`config.mk`:
```
export PLATFORM = sky130hd
export DESIGN_NAME = ptts_phase
export DESIGN_NICKNAME = d
export VERILOG_FILES = /design/src/sv/ptts_pkg.sv /design/src/sv/ptts_phase.sv
export SDC_FILE = /design/constraint.sdc
export NUM_CORES = 2
export LEC_CHECK = 0
export BUFFER_PORTS_ARGS = -buffer_cell sky130_fd_sc_hd__buf_2
export CAP_MARGIN = 10
export CORE_MARGIN = 1.5
export CORE_UTILIZATION = 57
export DETAILED_ROUTE_END_ITERATION = 16
export PLACE_DENSITY_LB_ADDON = 0.08
export SLEW_MARGIN = 10
export SYNTH_ARGS = -nofsm -noshare
export SYNTH_HDL_FRONTEND = slang
export SYNTH_SLANG_ARGS = --single-unit
```
`constraint.sdc`:
```
create_clock -name clk -period 6.9 [get_ports clk]
set_input_delay 0.69 -clock clk [delete_from_list [all_inputs] [get_ports clk]]
set_output_delay 0.69 -clock clk [all_outputs]
set_load 0.02 [all_outputs]
```
`src/sv/ptts_pkg.sv`:
```
package ptts_pkg;

	localparam int DefCordicStages = 16;
	localparam int DefAngleBits    = 16;
	localparam int TableLen        = 24;

	localparam int InW    = 24;
	localparam int GuardW = 6;
	localparam int XW     = 33;
	localparam int ZW     = 34;
	localparam int OutW   = 26;

	localparam logic signed [XW-1:0] Gain = 33'sd2608131496;

	typedef struct packed {
		logic signed [InW-1:0] phasor_real;
		logic signed [InW-1:0] phasor_imag;
		logic        [31:0]    sample_time;
		logic signed [InW-1:0] dc_offset;
	} in_item_t;

	typedef struct packed {
		logic signed [OutW-1:0] sample_value;
		logic                   saturated;
	} out_item_t;

	typedef logic [31:0] cfg_word_t;

	typedef struct packed {
		logic signed [XW-1:0]  x;
		logic signed [XW-1:0]  y;
		logic signed [ZW-1:0]  z;
		logic signed [InW-1:0] dc;
	} rot_t;

	function automatic logic signed [ZW-1:0] ptts_atan(input int idx);
		logic signed [ZW-1:0] a;
		case (idx)
			0:       a = 34'sd536870912;
			1:       a = 34'sd316933406;
			2:       a = 34'sd167458907;
			3:       a = 34'sd85004756;
			4:       a = 34'sd42667331;
			5:       a = 34'sd21354465;
			6:       a = 34'sd10680862;
			7:       a = 34'sd5340245;
			8:       a = 34'sd2670675;
			9:       a = 34'sd1335343;
			10:      a = 34'sd667544;
			11:      a = 34'sd333772;
			12:      a = 34'sd166886;
			13:      a = 34'sd83443;
			14:      a = 34'sd41722;
			15:      a = 34'sd20861;
			16:      a = 34'sd10430;
			17:      a = 34'sd5215;
			18:      a = 34'sd2608;
			19:      a = 34'sd1304;
			20:      a = 34'sd652;
			21:      a = 34'sd326;
			22:      a = 34'sd163;
			23:      a = 34'sd81;
			default: a = '0;
		endcase
		return a;
	endfunction

endpackage

```
`src/sv/ptts_phase.sv`:
```
module ptts_phase #(
	parameter int ANGLE_BITS = 16
) (
	input  logic               clk,
	input  logic               arst_n,
	input  logic [31:0]        freq,
	input  logic               in_valid,
	output logic               in_ready,
	input  ptts_pkg::in_item_t in_data,
	output logic               out_valid,
	input  logic               out_ready,
	output ptts_pkg::rot_t     out_data
);
	import ptts_pkg::*;

	localparam logic [31:0] AngMask = ~((32'h1 << (32 - ANGLE_BITS)) - 32'h1);
	localparam logic signed [ZW-1:0] Quarter = 34'sh0_4000_0000;
	localparam logic signed [ZW-1:0] Half    = 34'sh0_8000_0000;

	logic                  v_s1;
	logic [31:0]           ang_s1;
	logic signed [InW-1:0] x_s1;
	logic signed [InW-1:0] y_s1;
	logic signed [InW-1:0] dc_s1;
	logic                  v_s2;
	rot_t                  rot_s2;

	logic                  en1;
	logic                  en2;
	logic [63:0]           prod;
	logic signed [ZW-1:0]  z_d;
	logic signed [XW-1:0]  x_d;
	logic signed [XW-1:0]  y_d;
	logic                  fold;
	rot_t                  rot_d;

	assign en2      = !v_s2 || out_ready;
	assign en1      = !v_s1 || en2;
	assign in_ready = en1;
	assign prod     = 64'(freq) * 64'(in_data.sample_time);

	always_comb begin
		z_d  = ZW'(signed'(ang_s1));
		x_d  = XW'(signed'({x_s1, {GuardW{1'b0}}}));
		y_d  = XW'(signed'({y_s1, {GuardW{1'b0}}}));
		fold = (z_d > Quarter) || (z_d < -Quarter);
		rot_d.dc = dc_s1;
		if (fold) begin
			rot_d.x = -x_d;
			rot_d.y = -y_d;
			rot_d.z = z_d[ZW-1] ? z_d + Half : z_d - Half;
		end else begin
			rot_d.x = x_d;
			rot_d.y = y_d;
			rot_d.z = z_d;
		end
	end

	always_ff @(posedge clk or negedge arst_n) begin
		if (!arst_n) begin
			v_s1 <= 1'b0;
			v_s2 <= 1'b0;
		end else begin
			if (en1) begin
				v_s1 <= in_valid;
			end
			if (en2) begin
				v_s2 <= v_s1;
			end
		end
	end

	always_ff @(posedge clk) begin
		if (en1) begin
			ang_s1 <= prod[39:8] & AngMask;
			x_s1   <= in_data.phasor_real;
			y_s1   <= in_data.phasor_imag;
			dc_s1  <= in_data.dc_offset;
		end
		if (en2) begin
			rot_s2 <= rot_d;
		end
	end

	assign out_valid = v_s2;
	assign out_data  = rot_s2;
endmodule

```
---- After elaboration in Yosys (flattened, before gate mapping) ----
Cells that the tools add are included.
operators by class
  add/subtract/negate cells ............... 4
  $mul .................................... 1
  $lt $le $gt $ge ......................... 2
  mux-type cells .......................... 2
  reduce and logical (&&, ||, !) cells .... 5
operators by type and width
  operator                                                                         number
  100-bit 2-to-1 mux                                                               1
  30-bit negator with 33-bit output                                                2
  32-bit by 32-bit multiplier with 40-bit output                                   1
  32-bit by 33-bit adder with 34-bit output (second input constant)                1
  34-bit 2-to-1 mux                                                                1
  32-bit by 33-bit subtractor with 34-bit output (second input constant)           1
  32-bit greater-than comparator (second input constant)                           1
  32-bit by 31-bit less-than comparator with 1-bit output (second input constant)  1
  1-bit logical OR                                                                 3
  1-bit zero test                                                                  2
word-level totals
  register bits ........................... 214
  bits of input ports ..................... 140
  output and inout port bits .............. 126

---- Depth between registers and ports, before layout ----
  depth after elaboration ................. 3
  gate-level depth with buffers ........... 26

---- Worst setup path before layout ----
No wires, ideal clock.
  kind .................................... input to register
  start point ............................. input freq[12]
  end point ............................... register ang_s1[24] (data pin)
  arrival ................................. 6.915 ns
  data required time ...................... 6.641 ns
  slack ................................... -0.274 ns
  cell stages on the path ................. 23
  cells stage by stage .................... clkbuf_1 > clkbuf_1 > nand2_1 > fa_1 > inv_1 > fa_1 > fa_1 > inv_1 > fa_1 > inv_1 > fa_1 > fa_1 > fa_1 > fa_1 > ha_1 > a211oi_2 > nand2_1 > a2111oi_4 > a2111oi_4 > nor3_4 > a31oi_2 > a21oi_2 > xnor2_1
on the way
  cells in the longest elaborated chain, start to end .. 1
ends and longest elaborated chain
  element                                         RTL line          source
  from (decl)                                     ptts_phase.sv:6   input logic [31:0] freq,
  32-bit by 32-bit multiplier with 40-bit output  ptts_phase.sv:40  assign prod = 64'(freq) * 64'(in_data.sample_time);
  via prod[32]                                    ptts_phase.sv:30  logic [63:0] prod;
  to (signal assigned)                            ptts_phase.sv:75  ang_s1 <= prod[39:8] & AngMask;
  to (decl)                                       ptts_phase.sv:21  logic [31:0] ang_s1;
The timed path passes the listed nets, and every way through them passes these cells.
A chain may end at the register's enable or synchronous reset.

---- Worst setup path in the final report ----
  start point ............................. input in_data[43] in the netlist's numbering
  end point ............................... register ang_s1[24] (data pin)
on the way
  cells in the longest elaborated chain, start to end .. 1
ends and longest elaborated chain
  element                                         RTL line          source
  from (decl)                                     ptts_phase.sv:9   input ptts_pkg::in_item_t in_data,
  32-bit by 32-bit multiplier with 40-bit output  ptts_phase.sv:40
  via prod[32]                                    ptts_phase.sv:30
The timed path passes the listed nets, and every way through them passes these cells.

==> results.md <==
* R2r setup slk at roughly 4.3 ns
* Worst flop-to-flop path startpoint: x_s1[1]$_DFFE_PP_
* Largest net degree at the start of global routing at 80
* DR WL/cell at 19.0 um
* Commonest non-fill, non-tap cell in the layout: inv_1
* Syn Area/Cell at 10.3 um^2
* Max stage delay on crit path at slightly below 0.6 ns
* Final Util at between 60% and 70%
* TritonCTS clock tree: yes
* Starting Density at 57.9%
* Post-synthesis mux area share at 0.0775%
* Port Buffers at 237
* Worst Tran Pin Value at 1.17 ns
* Initial antenna violation count at 1
* Post-route cell area at 33900 um^2
* Total CTS buffers at 17
* Sequence of cells on the critical path: buf_12, buf_12, and2_4, fa_1, inv_2, fa_1, inv_2, fa_1, inv_1, fa_1, inv_2, fa_2, fa_1, fa_1, fa_1, ha_4, nand4_1, nand2b_4, a2111oi_4, nor3_4, a31oi_4, a21oi_2, xnor2_1
* Max_cap viols at 0
* Worst EP arrival at between 7 and 8 ns
* Total gr overflow at 0
* Placed cell areas at 32400 um^2
* Bufs on Longest Clock Path at 2
* CP most frequent cell: fa_1
* Fill count at 4033
* Synth-to-Final Area Change at 16.8%
* Number of synthesized flops with an enable pin at roughly 180
* First-pass GRT wire length at 117000 um
* Relative slew margins at 22.0%
* Initial drt markers at 1019
* Num rows at 82
* Root Buffer: clkbuf_16
* Part of the Yosys area used for sequential elements at 19.0%
* Post-Syn Area at 29000 um^2
* Crit Reg-Reg Endpoint: out_data[123]$_DFFE_PP_
* Hold Fails Final Rpt at 0
* Tcrit/Tclk final at 99.7%
* Ys flop type: edfxtp_1
* Nets at ~4.1k
* Layout Cells excl Fill at about 3.9k
* Worst r2r path cells at 8
* Critical Path Start: in_data[43]
* Skew final at 0.0182 ns
* Synth area leaders: fa_1 43%, edfxtp_1 19%, and2_1 8.6%
* Synth warn at 0
* Setup violators final at 0
* Adder-cell share of the synthesized area at 49.1%
* Final ANT Viol Nets at 0
* Hold buffer count at CTS at 0
* Drt drc at 0
* Most frequent cells in the layout: 610 x inv_1, 583 x fa_1, 386 x and2_1
* Vias/cell at 5.16
* Worst hold slack at 0.0296 ns
* Worst hold path type: in2async
* Hpwl dp at 62500 um
* Die ar. at 52300 um^2
* Die Ht at 229 um
* Worst Setup Start Kind: input port
* Post-Synth Simple-Gate Area at 15.4%
* Width of the chip at 229 um
* Inserted Diodes at 0
* Unrepaired setup endpoints after global routing: true
* Area share of the largest cell type after synthesis at 42.9%
* DRT Wirelength at 74100 um
* Clock Latency Late Sink at 0.44 ns
* CP max FO at 5
* First-pass DRT Iterations at 5
* Share of layout cells above drive strength 1 at 20.2%
* Clk slew on worst S/H paths at 0.06 ns
* Post-Synthesis Cells at 2829
* XOR/XNOR Fraction of Synth Area at roughly 3.3%
* Async SR Flop Fraction at under 10%
* Placed insts at 3842
* Compound-Gate Fraction of Synth Area at under 10%
* Tmin final at 6.88 ns
* Number of global-route vias before repair at 21.9k
* Core area at approximately 50000 um^2
* Slew Viols, Final at 0
* Total GRT Usage at between 20% and 30%
* Critical path class: in2reg
* Max H-tree Level at 4
* Endpoint type of the worst setup path: flop
* IO Pins at approximately 270
* Sinks on Clock Net at 184
* CP max stage cell: fa_1
* Fmax at 145 MHz
* WP data required at about 7.1 ns
* Area leader, netlist: fa_1
* #FFs+latches synth at 184
* Synth cell types at 62
* Vias at ~20k
* Status: finished clean
* Largest family of logic cells by synthesized area: adder cells
* GPL Wtd Cong at between 0.9 and 1
cell type report:
class	instances	area (um^2)	area share (%)
tap	672	841	2.48
multi-input combinational	1882	21000	61.8
timing repair buffer	498	3640	10.7
clock buffer	18	429	1.26
sequential	184	5520	16.3
clock inverter	14	195	0.575
inverter	623	2340	6.89
critical path: cells and delay by family:
family,cells,cell delay [ns]
buffers and inverters,6,0.43
adder cells (fa/ha/maj),9,4.52
XOR/XNOR,1,0.12
AO/OA/AOI/OAI,3,0.65
AND/OR/NAND/NOR,4,0.64
worst max path at each step:
stage,cells past startpoint,to
floorplan,23,ang_s1[24]$_DFFE_PP_
global placement,24,ang_s1[31]$_DFFE_PP_
detailed placement,24,ang_s1[31]$_DFFE_PP_
CTS,25,ang_s1[31]$_DFFE_PP_
global route,22,ang_s1[24]$_DFFE_PP_
finish,23,ang_s1[24]$_DFFE_PP_
Yosys cell counts (3+ instances only):
cell type and n:
nor2_1 26, buf_4 30, a21oi_1 38, o21ai_0 21
xor2_1 34, nand3_1 8, nand2b_1 9, edfxtp_1 182
fa_1 623, and2_1 400, o31ai_1 6, inv_1 623
nor3_1 11, a31oi_1 4, nand4_1 7, nor4_1 7
xnor2_1 74, clkbuf_1 132, nor2b_1 6, a21o_1 9
ha_1 143, nor4_2 3, nand2_1 380
flip-flops by register name, indices dropped and copies added, names as in the netlist:
register / flops
ang_s1: 16
dc_s1: 24
out_data: 94
out_valid: 1
v_s1: 1
x_s1: 24
y_s1: 24
repair_timing:
action,in CTS,in global routing
setup endpoints to repair,11,15
gates cloned,0,2
setup buffers,1,15
gates resized for setup,28,183
pin swaps,3,76
per-stage QoR:
step / setup slack (ns) / TNS [ns]
2_1_floorplan: -0.00209 / -0.00209
3_3_place_gp: -0.580 / -6.67
3_5_place_dp: -0.689 / -8.35
4_1_cts: -0.000690 / -0.000690
5_1_grt: -0.132 / -0.669
6_report: 0.0188 / 0
metal layers:
metal	track usage (%)	routed length [um]	part of all wire (%)
met1	39.5	30900	42
met2	50.1	37200	50
met5	0	19	0.026
met3	3.85	4470	6.0
met4	6.95	1520	2.1
cell families after synthesis:
group / Yosys count
other: 1
adder cells (fa/ha/maj): 766
XOR/XNOR: 108
AND/OR/NAND/NOR: 871
flip-flops: 184
buffers and inverters: 790
AO/OA/AOI/OAI: 107
multiplexers: 2
Power is not shown: default switching activity piles up to over one toggle a cycle in this logic, so the estimate is an artifact.
