### src/sv/ptts_pkg.sv
package ptts_pkg;

	localparam int DefCordicStages = 16;
	localparam int DefAngleBits    = 16;
	localparam int TableLen        = 24;

	localparam int InW    = 24;
	localparam int GuardW = 6;
	localparam int XW     = 33;
	localparam int ZW     = 34;
	localparam int OutW   = 26;

	localparam logic signed [XW-1:0] Gain = 33'sd2608131496;

	typedef struct packed {
		logic signed [InW-1:0] phasor_real;
		logic signed [InW-1:0] phasor_imag;
		logic        [31:0]    sample_time;
		logic signed [InW-1:0] dc_offset;
	} in_item_t;

	typedef struct packed {
		logic signed [OutW-1:0] sample_value;
		logic                   saturated;
	} out_item_t;

	typedef logic [31:0] cfg_word_t;

	typedef struct packed {
		logic signed [XW-1:0]  x;
		logic signed [XW-1:0]  y;
		logic signed [ZW-1:0]  z;
		logic signed [InW-1:0] dc;
	} rot_t;

	function automatic logic signed [ZW-1:0] ptts_atan(input int idx);
		logic signed [ZW-1:0] a;
		case (idx)
			0:       a = 34'sd536870912;
			1:       a = 34'sd316933406;
			2:       a = 34'sd167458907;
			3:       a = 34'sd85004756;
			4:       a = 34'sd42667331;
			5:       a = 34'sd21354465;
			6:       a = 34'sd10680862;
			7:       a = 34'sd5340245;
			8:       a = 34'sd2670675;
			9:       a = 34'sd1335343;
			10:      a = 34'sd667544;
			11:      a = 34'sd333772;
			12:      a = 34'sd166886;
			13:      a = 34'sd83443;
			14:      a = 34'sd41722;
			15:      a = 34'sd20861;
			16:      a = 34'sd10430;
			17:      a = 34'sd5215;
			18:      a = 34'sd2608;
			19:      a = 34'sd1304;
			20:      a = 34'sd652;
			21:      a = 34'sd326;
			22:      a = 34'sd163;
			23:      a = 34'sd81;
			default: a = '0;
		endcase
		return a;
	endfunction

endpackage

### src/sv/ptts_scale.sv
module ptts_scale (
	input  logic                clk,
	input  logic                arst_n,
	input  logic                in_valid,
	output logic                in_ready,
	input  ptts_pkg::rot_t      in_data,
	output logic                out_valid,
	input  logic                out_ready,
	output ptts_pkg::out_item_t out_data
);
	import ptts_pkg::*;

	localparam int PW = 2 * XW;
	localparam logic signed [PW-1:0] Rnd    = 66'sh0_0020_0000_0000;
	localparam logic signed [28:0]   OutMax = 29'sd33554431;
	localparam logic signed [28:0]   OutMin = -29'sd33554432;

	logic                  v_s1;
	logic signed [PW-1:0]  prod_s1;
	logic signed [InW-1:0] dc_s1;
	logic                  v_s2;
	out_item_t             res_s2;

	logic                  en1;
	logic                  en2;
	logic signed [PW-1:0]  prod_d;
	logic signed [PW-1:0]  sum_d;
	logic signed [27:0]    r_d;
	logic signed [28:0]    v_d;
	out_item_t             res_d;

	assign en2      = !v_s2 || out_ready;
	assign en1      = !v_s1 || en2;
	assign in_ready = en1;
	assign prod_d   = in_data.x * Gain;

	always_comb begin
		sum_d = prod_s1 + Rnd;
		r_d   = sum_d[PW-1:38];
		v_d   = 29'(r_d) + 29'(dc_s1);
		if (v_d > OutMax) begin
			res_d.sample_value = OutMax[OutW-1:0];
			res_d.saturated    = 1'b1;
		end else if (v_d < OutMin) begin
			res_d.sample_value = OutMin[OutW-1:0];
			res_d.saturated    = 1'b1;
		end else begin
			res_d.sample_value = v_d[OutW-1:0];
			res_d.saturated    = 1'b0;
		end
	end

	always_ff @(posedge clk or negedge arst_n) begin
		if (!arst_n) begin
			v_s1 <= 1'b0;
			v_s2 <= 1'b0;
		end else begin
			if (en1) begin
				v_s1 <= in_valid;
			end
			if (en2) begin
				v_s2 <= v_s1;
			end
		end
	end

	always_ff @(posedge clk) begin
		if (en1) begin
			prod_s1 <= prod_d;
			dc_s1   <= in_data.dc;
		end
		if (en2) begin
			res_s2 <= res_d;
		end
	end

	assign out_valid = v_s2;
	assign out_data  = res_s2;
endmodule

### config.mk
export PLATFORM = sky130hd
export DESIGN_NAME = ptts_scale
export DESIGN_NICKNAME = d
export VERILOG_FILES = /design/src/sv/ptts_pkg.sv /design/src/sv/ptts_scale.sv
export SDC_FILE = /design/constraint.sdc
export NUM_CORES = 1
export LEC_CHECK = 0
export BUFFER_PORTS_ARGS = -buffer_cell sky130_fd_sc_hd__buf_2
export CORE_UTILIZATION = 40
export CTS_CLUSTER_DIAMETER = 30
export DETAILED_ROUTE_END_ITERATION = 16
export PLACE_DENSITY = 0.59
export RECOVER_POWER = 25
export SYNTH_ARGS = -nofsm -noshare
export SYNTH_HDL_FRONTEND = slang
export SYNTH_SLANG_ARGS = --single-unit
### constraint.sdc
create_clock -name clk -period 4 [get_ports clk]
set_input_delay 0.8 -clock clk [delete_from_list [all_inputs] [get_ports clk]]
set_output_delay 0.8 -clock clk [all_outputs]
set_load 0.01 [all_outputs]
Yosys cells after proc, flatten, opt, wreduce, memory -nomap -nowiden

Index checks and enable logic that the tools add are counted.

Register bits: 116
Bits in latches: 0
RAM bits: 0
ROM bits: 0
Output and inout port bits: 29
Memories: 0

$add $sub $neg: 2
$mul: 1
Div/mod/pow operators: 0
Magnitude comparators: 2
Equal/unequal tests: 0
Shift operators: 0
Multiplexer cells: 1
Bitwise gates (word level): 0
Reduce and logical (&&, ||, !) cells: 4

Operators with widths:

| cell                     | number |
|---|---|
| $add A66 B39 Y66 const B | 1 |
| $mul A33 B30 Y63 const B | 1 |
| $add A28 B24 Y29         | 1 |
| $gt A29 B26 Y1 const B   | 1 |
| $lt A29 B26 Y1 const B   | 1 |
| $mux W27                 | 1 |
| $logic_not A1 Y1         | 2 |
| $logic_or A1 B1 Y1       | 2 |

Logic depth before layout (Yosys ltp)

Gate-level depths: netlist of run 1.

Depth after elaboration: 4
Depth in mapped cells: 28
Depth with buffers taken out: 27

Worst setup path before layout of run 1

No wires, ideal clock.

Path kind: in2reg
Start: input port in_data[123] (netlist name)
End: register prod_s1[63], data pin
Arrival: 7.349 ns
Slack: -3.544 ns
Stages: 18
Cells stage by stage: clkbuf_1 -> clkinv_1 -> o21ai_0 -> fa_1 -> fa_1 -> fa_1 -> fa_1 -> inv_1 -> fa_1 -> inv_1 -> ha_1 -> clkbuf_1 -> nand3_1 -> or3_1 -> o31ai_1 -> a21oi_1 -> a211o_1 -> o311ai_0

Longest elaborated chain between the ends: 1

RTL lines:

| item                 | line             | source |
|---|---|---|
| start, declared      | ptts_scale.sv:6  | `input ptts_pkg::rot_t in_data,` |
| $mul A33 B30 Y63     | ptts_scale.sv:35 | `assign prod_d = in_data.x * Gain;` |
| via prod_d[63]       | ptts_scale.sv:26 | `logic signed [PW-1:0] prod_d;` |
| end signal, assigned | ptts_scale.sv:69 | `prod_s1 <= prod_d;` |
| end, declared        | ptts_scale.sv:19 | `logic signed [PW-1:0] prod_s1;` |

The timed path passes the listed nets, and every way through them passes these cells.
A chain may end at the register's enable or synchronous reset.

Final worst setup path of run 1

Start: input port in_data[102] (netlist name)
End: register prod_s1[52], data pin

Same word-level chain as after synthesis.

==> key figures, run 1 <==
Critical path
  – WP data arrival: 7060 ps
  – R2R depth: 16
  – Worst Path Buf+Inv: 9
  – Crit. End Element: flip-flop
  – Most used cell, CP: buf_4
  – Crit-path leading delay family: adder cells
  – Crit path kind: in2reg
  – Critical path's largest stage delay: 580 ps
  – CP required: 4090 ps
  – Worst reg2reg path endpoint: out_data[11]
  – Internal reg-to-reg setup slack: -80 ps
  – CP max-delay cell: fa_2
  – Startpoint types: primary input
  – Startpoint of the worst-slack reg-to-reg timing path: prod_s1[39]
  – CP max FO: 6

Yosys
  – Area contributors post-synth: fa_1 (36%), ha_1 (21%), inv_1 (11%), edfxtp_1 (9.9%), xor2_1 (3.4%)
  – Register area share after synthesis: 0.101
  – Ys flop type: edfxtp_1
  – Async SR Flop Fraction: 0.0244
  – Cell Area, Synth: 24200 sq um
  – Post-synth top area cell: fa_1
  – Distinct cells, synth: 67
  – Syn Inst Count: 2473
  – Avg Cell Area, Syn: 9.80 sq um
  – Yosys reg bits: 82
  – Share of Yosys cell area claimed by the top area cell type: 0.358
  – Number of synthesized flops with an enable pin: 80
  – Post-Syn Nets: 3437
  – Ys Warns: 0

Global routing
  – Total global routing track utilization: 0.259
  – Number of global-route vias before repair: 20759
  – Initial antenna violation count: 0
  – Largest net degree at the start of global routing: 55
  – Global-route wire length before repair: 119 mm
  – Global route overflow: 0

Drt
  – Initial DRC Count: 1033
  – Final wirelength: 78.9 mm
  – DR pass1 iterations: 5
  – DRC errors left: 0
  – Vias per Instance: 4.90
  – Antenna Nets Post-Route: 0
  – Via count: 19375
  – Avg WL per Cell: 20.0 microns

CTS
  – Clock sinks: 82
  – Clock root buffer: clkbuf_16
  – Num CTS Buffers: 9
  – CTS max path bufs: 2
  – H-tree depth: 3
  – Reg clk slew, reported paths: 60 ps
  – Clk_lat worst skew: 340 ps
  – TritonCTS clock tree: done

STA
  – Clock skew: 8.10 ps
  – Slew Limit Headroom: 0.0941
  – Final setup fails: 32
  – Hold Vio Cnt, Final: 0
  – Final Worst Setup Slack: -2970 ps
  – RSZ-0062 raised after global routing: yes
  – Worst Tran Pin Value: 1360 ps
  – Slew Limit Fails: 0
  – Fraction of the cycle the final worst path needs: 1.74
  – Min Tclk post-route: 6970 ps
  – Max Freq: 143 MHz

Finish
  – # fillers: 5138
  – Footprint of the multi-input gates: 21800 sq um
  – Area delta synth->final: 39.8%
  – Fin util: 0.570
  – Reg area: 2450 sq um
  – Layout cell share with drive strength beyond 1: 0.360
  – Number of nets in the layout: 4138
  – Antenna diode instance count: 0
  – Design Area, Final: 33900 sq um

Place
  – Port buffer count: 89
  – Hpwl dp: 70.0 mm
  – Cell Area, Placed: 30600 sq um
  – GP Congestion: 0.981

Job
  – Max-cap violation count: 0

Floorplanning
  – I/O pins: 157
  – Initial core utilization: 0.408
  – DIE AREA: 61600 sq um
  – Std cell rows: 89
  – Die X: 248 microns
  – Die Ht: 248 microns
  – Core Area: 59500 sq um

Run status
  – Outcome: complete, but fails checks
  – Failing checks: negative setup slack

Worst hold path
  – HP Class: in2async
==> metrics by stage <==
stage                     setup slack [ps]  TNS (ps)  cells  hold WS, ps
after floorplan                      -2810    -70940   2473          435
after global placement               -3720    -99720   3844          448
after detailed placement             -3770   -102430   3844          466
after CTS                            -2970    -80130   3922          212
after global routing                 -3170    -87720   3952          227
final                                -2970    -80180   3952          225
==> logic make-up (layout without fill, tap and decap cells) <==
group / Yosys count / after routing / synth area share
adder cells (fa/ha/maj): 836 / 836 / 0.566
buffers and inverters: 732 / 1435 / 0.114
AO/OA/AOI/OAI: 368 / 371 / 0.0978
AND/OR/NAND/NOR: 274 / 274 / 0.0552
XOR/XNOR: 179 / 179 / 0.0647
flip-flops: 82 / 82 / 0.101
multiplexers: 2 / 2 / 0.000826
==> Yosys cell counts (5+ instances only) <==
library cell	instances
inv_1	694
fa_1	433
ha_1	403
a21oi_1	120
xor2_1	94
nand2_1	89
xnor2_1	85
a21o_1	81
edfxtp_1	80
o21ai_0	61
nor2_1	49
nand3_1	32
clkbuf_1	31
nand4_1	25
nor2b_1	18
o21a_1	17
a31oi_1	14
and3_1	14
nor3_1	11
o21bai_1	11
nand2b_1	8
a211oi_1	6
and2_1	6
o31ai_1	6
a211o_1	5
a22oi_1	5
or2_2	5
==> placed cells by master, fill, tap and decap left out, drive strengths merged, types with 5 or more instances in the layout <==
cell type / count
a211o: 5
a211oi: 6
a21o: 82
a21oi: 123
a22oi: 5
a31oi: 14
and2: 7
and3: 16
buf: 713
clkbuf: 22
edfxtp: 80
fa: 433
ha: 403
inv: 696
nand2: 89
nand2b: 8
nand3: 32
nand4: 25
nor2: 49
nor2b: 18
nor3: 11
o21a: 17
o21ai: 62
o21bai: 11
o31ai: 6
or2: 5
xnor2: 85
xor2: 94
==> worst reg2reg max path, cell delays in order (launching register included) <==
cell and delay, ps:
edfxtp_1 360, and2_4 150, and4_4 240, nand3_4 80
buf_4 130, buf_4 120, xnor2_1 130, ha_1 190
or3_1 350, a211o_1 310, o211ai_2 110, and2b_4 210
o221ai_2 120, or4_4 580, and3_4 240, a21bo_4 240
a41o_2 270
==> registers in the layout, indices dropped and copies added (netlist names) <==
register,count
out_valid,1
prod_s1,29
out_data,27
dc_s1,24
v_s1,1
==> worst max path at each step <==
stage,from,end,cells past startpoint
after floorplan,in_data[102],prod_s1[65],27
after global placement,in_data[100],prod_s1[65],26
after detailed placement,in_data[101],prod_s1[65],26
after CTS,in_data[110],prod_s1[65],26
after global routing,in_data[107],prod_s1[58],26
final,in_data[102],prod_s1[52],28
==> per-layer routing <==
layer	up-vias	GRT usage	routed length [microns]
met3	113	0.0274	3280
met5	-	0	0
met2	427	0.412	36300
met1	9651	0.372	36800
li1	9184	-	-
met4	0	0.0766	2600
==> timing repair <==
action	in CTS	in global routing
endpoints found under the hold margin	0	0
pin swaps	174	152
setup endpoints to repair	53	55
hold buffers	0	0
setup buffers	62	35
gates resized for setup	295	166
gates cloned	2	1
==> cell type report <==
| class | count | share of cell area |
|---|---|---|
| clock inverters | 5 | 0.00251 |
| inverters | 695 | 0.0773 |
| clock buffers | 11 | 0.00717 |
| multi-input cells | 1662 | 0.643 |
| repair buffers | 724 | 0.169 |
| flip-flops and latches | 82 | 0.0724 |
| well taps | 773 | 0.0286 |
Power of run 1 is not shown: default switching activity piles up to over one toggle a cycle in this logic, so the estimate is an artifact.
==> run 2: changes to the inputs <==
--- a/config.mk
+++ b/config.mk
@@ -11,6 +11,7 @@
 export DETAILED_ROUTE_END_ITERATION = 16
 export PLACE_DENSITY = 0.59
 export RECOVER_POWER = 25
+export REMOVE_ABC_BUFFERS = 1
 export SYNTH_ARGS = -nofsm -noshare
 export SYNTH_HDL_FRONTEND = slang
 export SYNTH_SLANG_ARGS = --single-unit
==> run 2 against run 1 <==
Effect of this change:
- the flow still finishes with violations (negative setup slack)
- non-clock buffer count grew 22
- cell count rose by 0.53%
- design area fell by 0.39%
- count of clock-buffer cells in the layout fell by 1
- critical path depth fell by 1
- utilization fell by 0.22 points
- critical path type unchanged
- critical endpoint is now prod_s1[65]
==> key figures, run 2 (synthesis results as in run 1) <==
STA
  – Setup_tns: -82060 ps (-1880 ps)
  – Final Worst Setup Slack: -3020 ps (-47.8 ps)
  – Slew Limit Headroom: 0.231 (+0.137)
  – Final setup fails: 53 (+66%)
  – Min Tclk post-route: 7020 ps (+47.8 ps)
  – Slew Limit Fails: 0 (unchanged)
  – Max Freq: 142 MHz (-0.68%)
  – Worst Tran Pin Value: 1150 ps (-206 ps)
  – Clock skew: 6.70 ps (-1.40 ps)
  – RSZ-0062 raised after global routing: yes
  – Final Hold Slack: 223 ps (-1.57 ps)
  – Fraction of the cycle the final worst path needs: 1.75 (+0.0120)
  – Hold Vio Cnt, Final: 0 (unchanged)

CTS
  – Num CTS Buffers: 9 (unchanged)
  – Clk_lat worst skew: 350 ps (about the same)
  – Hold Buf Count CTS: 0 (unchanged)
  – H-tree depth: 3 (unchanged)
  – Clock root buffer: clkbuf_16
  – Clock sinks: 82 (unchanged)
  – TritonCTS clock tree: done
  – Reg clk slew, reported paths: 60 ps (about the same)
  – CTS max path bufs: 2 (unchanged)

Run status
  – Outcome: complete, but fails checks
  – Failing checks: negative setup slack

Drt
  – Vias per Instance: 4.89 (-0.23%)
  – DR pass1 iterations: 5 (unchanged)
  – Avg WL per Cell: 19.7 microns (-1.5%)
  – DRC errors left: 0 (unchanged)
  – Initial DRC Count: 1095 (+6.0%)
  – Antenna Nets Post-Route: 0 (unchanged)
  – Via count: 19433 (+0.30%)
  – Final wirelength: 78.1 mm (-0.98%)

Finish
  – Commonest non-fill, non-tap cell in the layout: inv_1
  – Fin util: 0.567 (-0.00223)
  – Area delta synth->final: 39.2%
  – Number of nets in the layout: 4159 (+0.51%)
  – Max reg flops: 29 (unchanged)
  – Design Area, Final: 33700 sq um (-0.39%)
  – Most frequent cells in the layout: inv_1 (639), buf_4 (621), fa_1 (392)
  – Largest Register: prod_s1
  – Layout cell share with drive strength beyond 1: 0.366 (+0.00607)
  – Antenna diode instance count: 0 (unchanged)

Place
  – GP Congestion: 0.979 (-0.24%)
  – Hpwl dp: 69.6 mm (-0.58%)
  – Port buffer count: 89 (unchanged)
  – Cell Area, Placed: 30000 sq um (-2.2%)

Floorplanning
  – I/O pins: 157 (unchanged)
  – Std cell rows: 89 (unchanged)
  – DIE AREA: 61600 sq um (unchanged)
  – Die Ht: 248 microns (unchanged)
  – Initial core utilization: 0.408 (unchanged)
  – Die X: 248 microns (unchanged)
  – Core Area: 59500 sq um (unchanged)

Critical path
  – WP data arrival: 7110 ps (+50 ps)
  – Startpoint of the worst-slack reg-to-reg timing path: prod_s1[40]
  – R2R depth: 18 (+2)
  – Most used cell, CP: fa_1
  – End of the critical path: prod_s1[65]
  – Crit path kind: in2reg
  – Critical path's largest stage delay: 580 ps (about the same)
  – Critical Path Source: in_data[113]
  – CP max FO: 3 (-3)
  – Internal reg-to-reg setup slack: -90 ps (about the same)
  – CP max-delay cell: fa_1
  – Crit. End Element: flip-flop
  – Crit-path leading delay family: adder cells
  – CP Depth: 27 (-3.6%)
  – Worst reg2reg path endpoint: out_data[11]
  – Worst Path Buf+Inv: 9 (unchanged)
  – Startpoint types: primary input
  – CP required: 4100 ps (about the same)

Global routing
  – Initial antenna violation count: 0 (unchanged)
  – Largest net degree at the start of global routing: 55 (unchanged)
  – Global-route wire length before repair: 120 mm (+0.85%)
  – Number of global-route vias before repair: 21237 (+2.3%)
  – Global route overflow: 0 (unchanged)
  – Total global routing track utilization: 0.259 (about the same)

Worst hold path
  – HP Class: in2async

Job
  – Max-cap violation count: 0 (unchanged)
run 2: how the worst min path moves through the flow:
stage	endpoint	slack, ps
after floorplan	out_valid	440
after global placement	out_valid	450
after CTS	v_s1	210
after detailed placement	out_valid	460
final	v_s1	220
after global routing	v_s1	230
run 2: area by class of cell:
cell class / count / area, sq um
tap: 773 / 967
sequential: 82 / 2450
multi-input combinational: 1661 / 21600
clock buffer: 10 / 229
clock inverter: 6 / 91.3
fill: 5203 / 25700
inverter: 695 / 2620
timing repair buffer: 746 / 5750
run 2: per-stage QoR:
step,instances,worst slack [ps]
global route,3973,-3250
floorplan,2436,-3200
global placement,3892,-4010
detailed placement,3892,-4200
finish,3973,-3020
CTS,3958,-3040
run 2: timing repair:
action | 4_1_cts | 5_1_grt
buffers inserted | 54 | 21
pin swaps | 190 | 128
gates cloned | 2 | 0
endpoints found under the setup margin | 55 | 55
gates resized for setup | 480 | 126
run 2: layer usage:
metal	part of all wire	vias up	global-route usage
li1	-	9226	-
met2	0.47	473	0.426
met1	0.45	9636	0.359
met5	0	-	0
met3	0.052	98	0.0352
met4	0.027	0	0.0665
run 2: worst reg2reg max path, cell delays in order, from the launching register on:
cell and delay, ps:
edfxtp_1 340, and2_4 140, and4_4 220, nand3_2 70, or2_4 290, nor2_4 110
and3_4 240, nand3_4 90, xnor2_2 150, ha_1 300, nand2_1 90, nor2_2 60
and3_4 170, nand4_1 90, o221ai_2 150, or4_4 550, and3_4 230, a21bo_4 260
a41o_2 280
Power of run 2 is left out for the same reason.
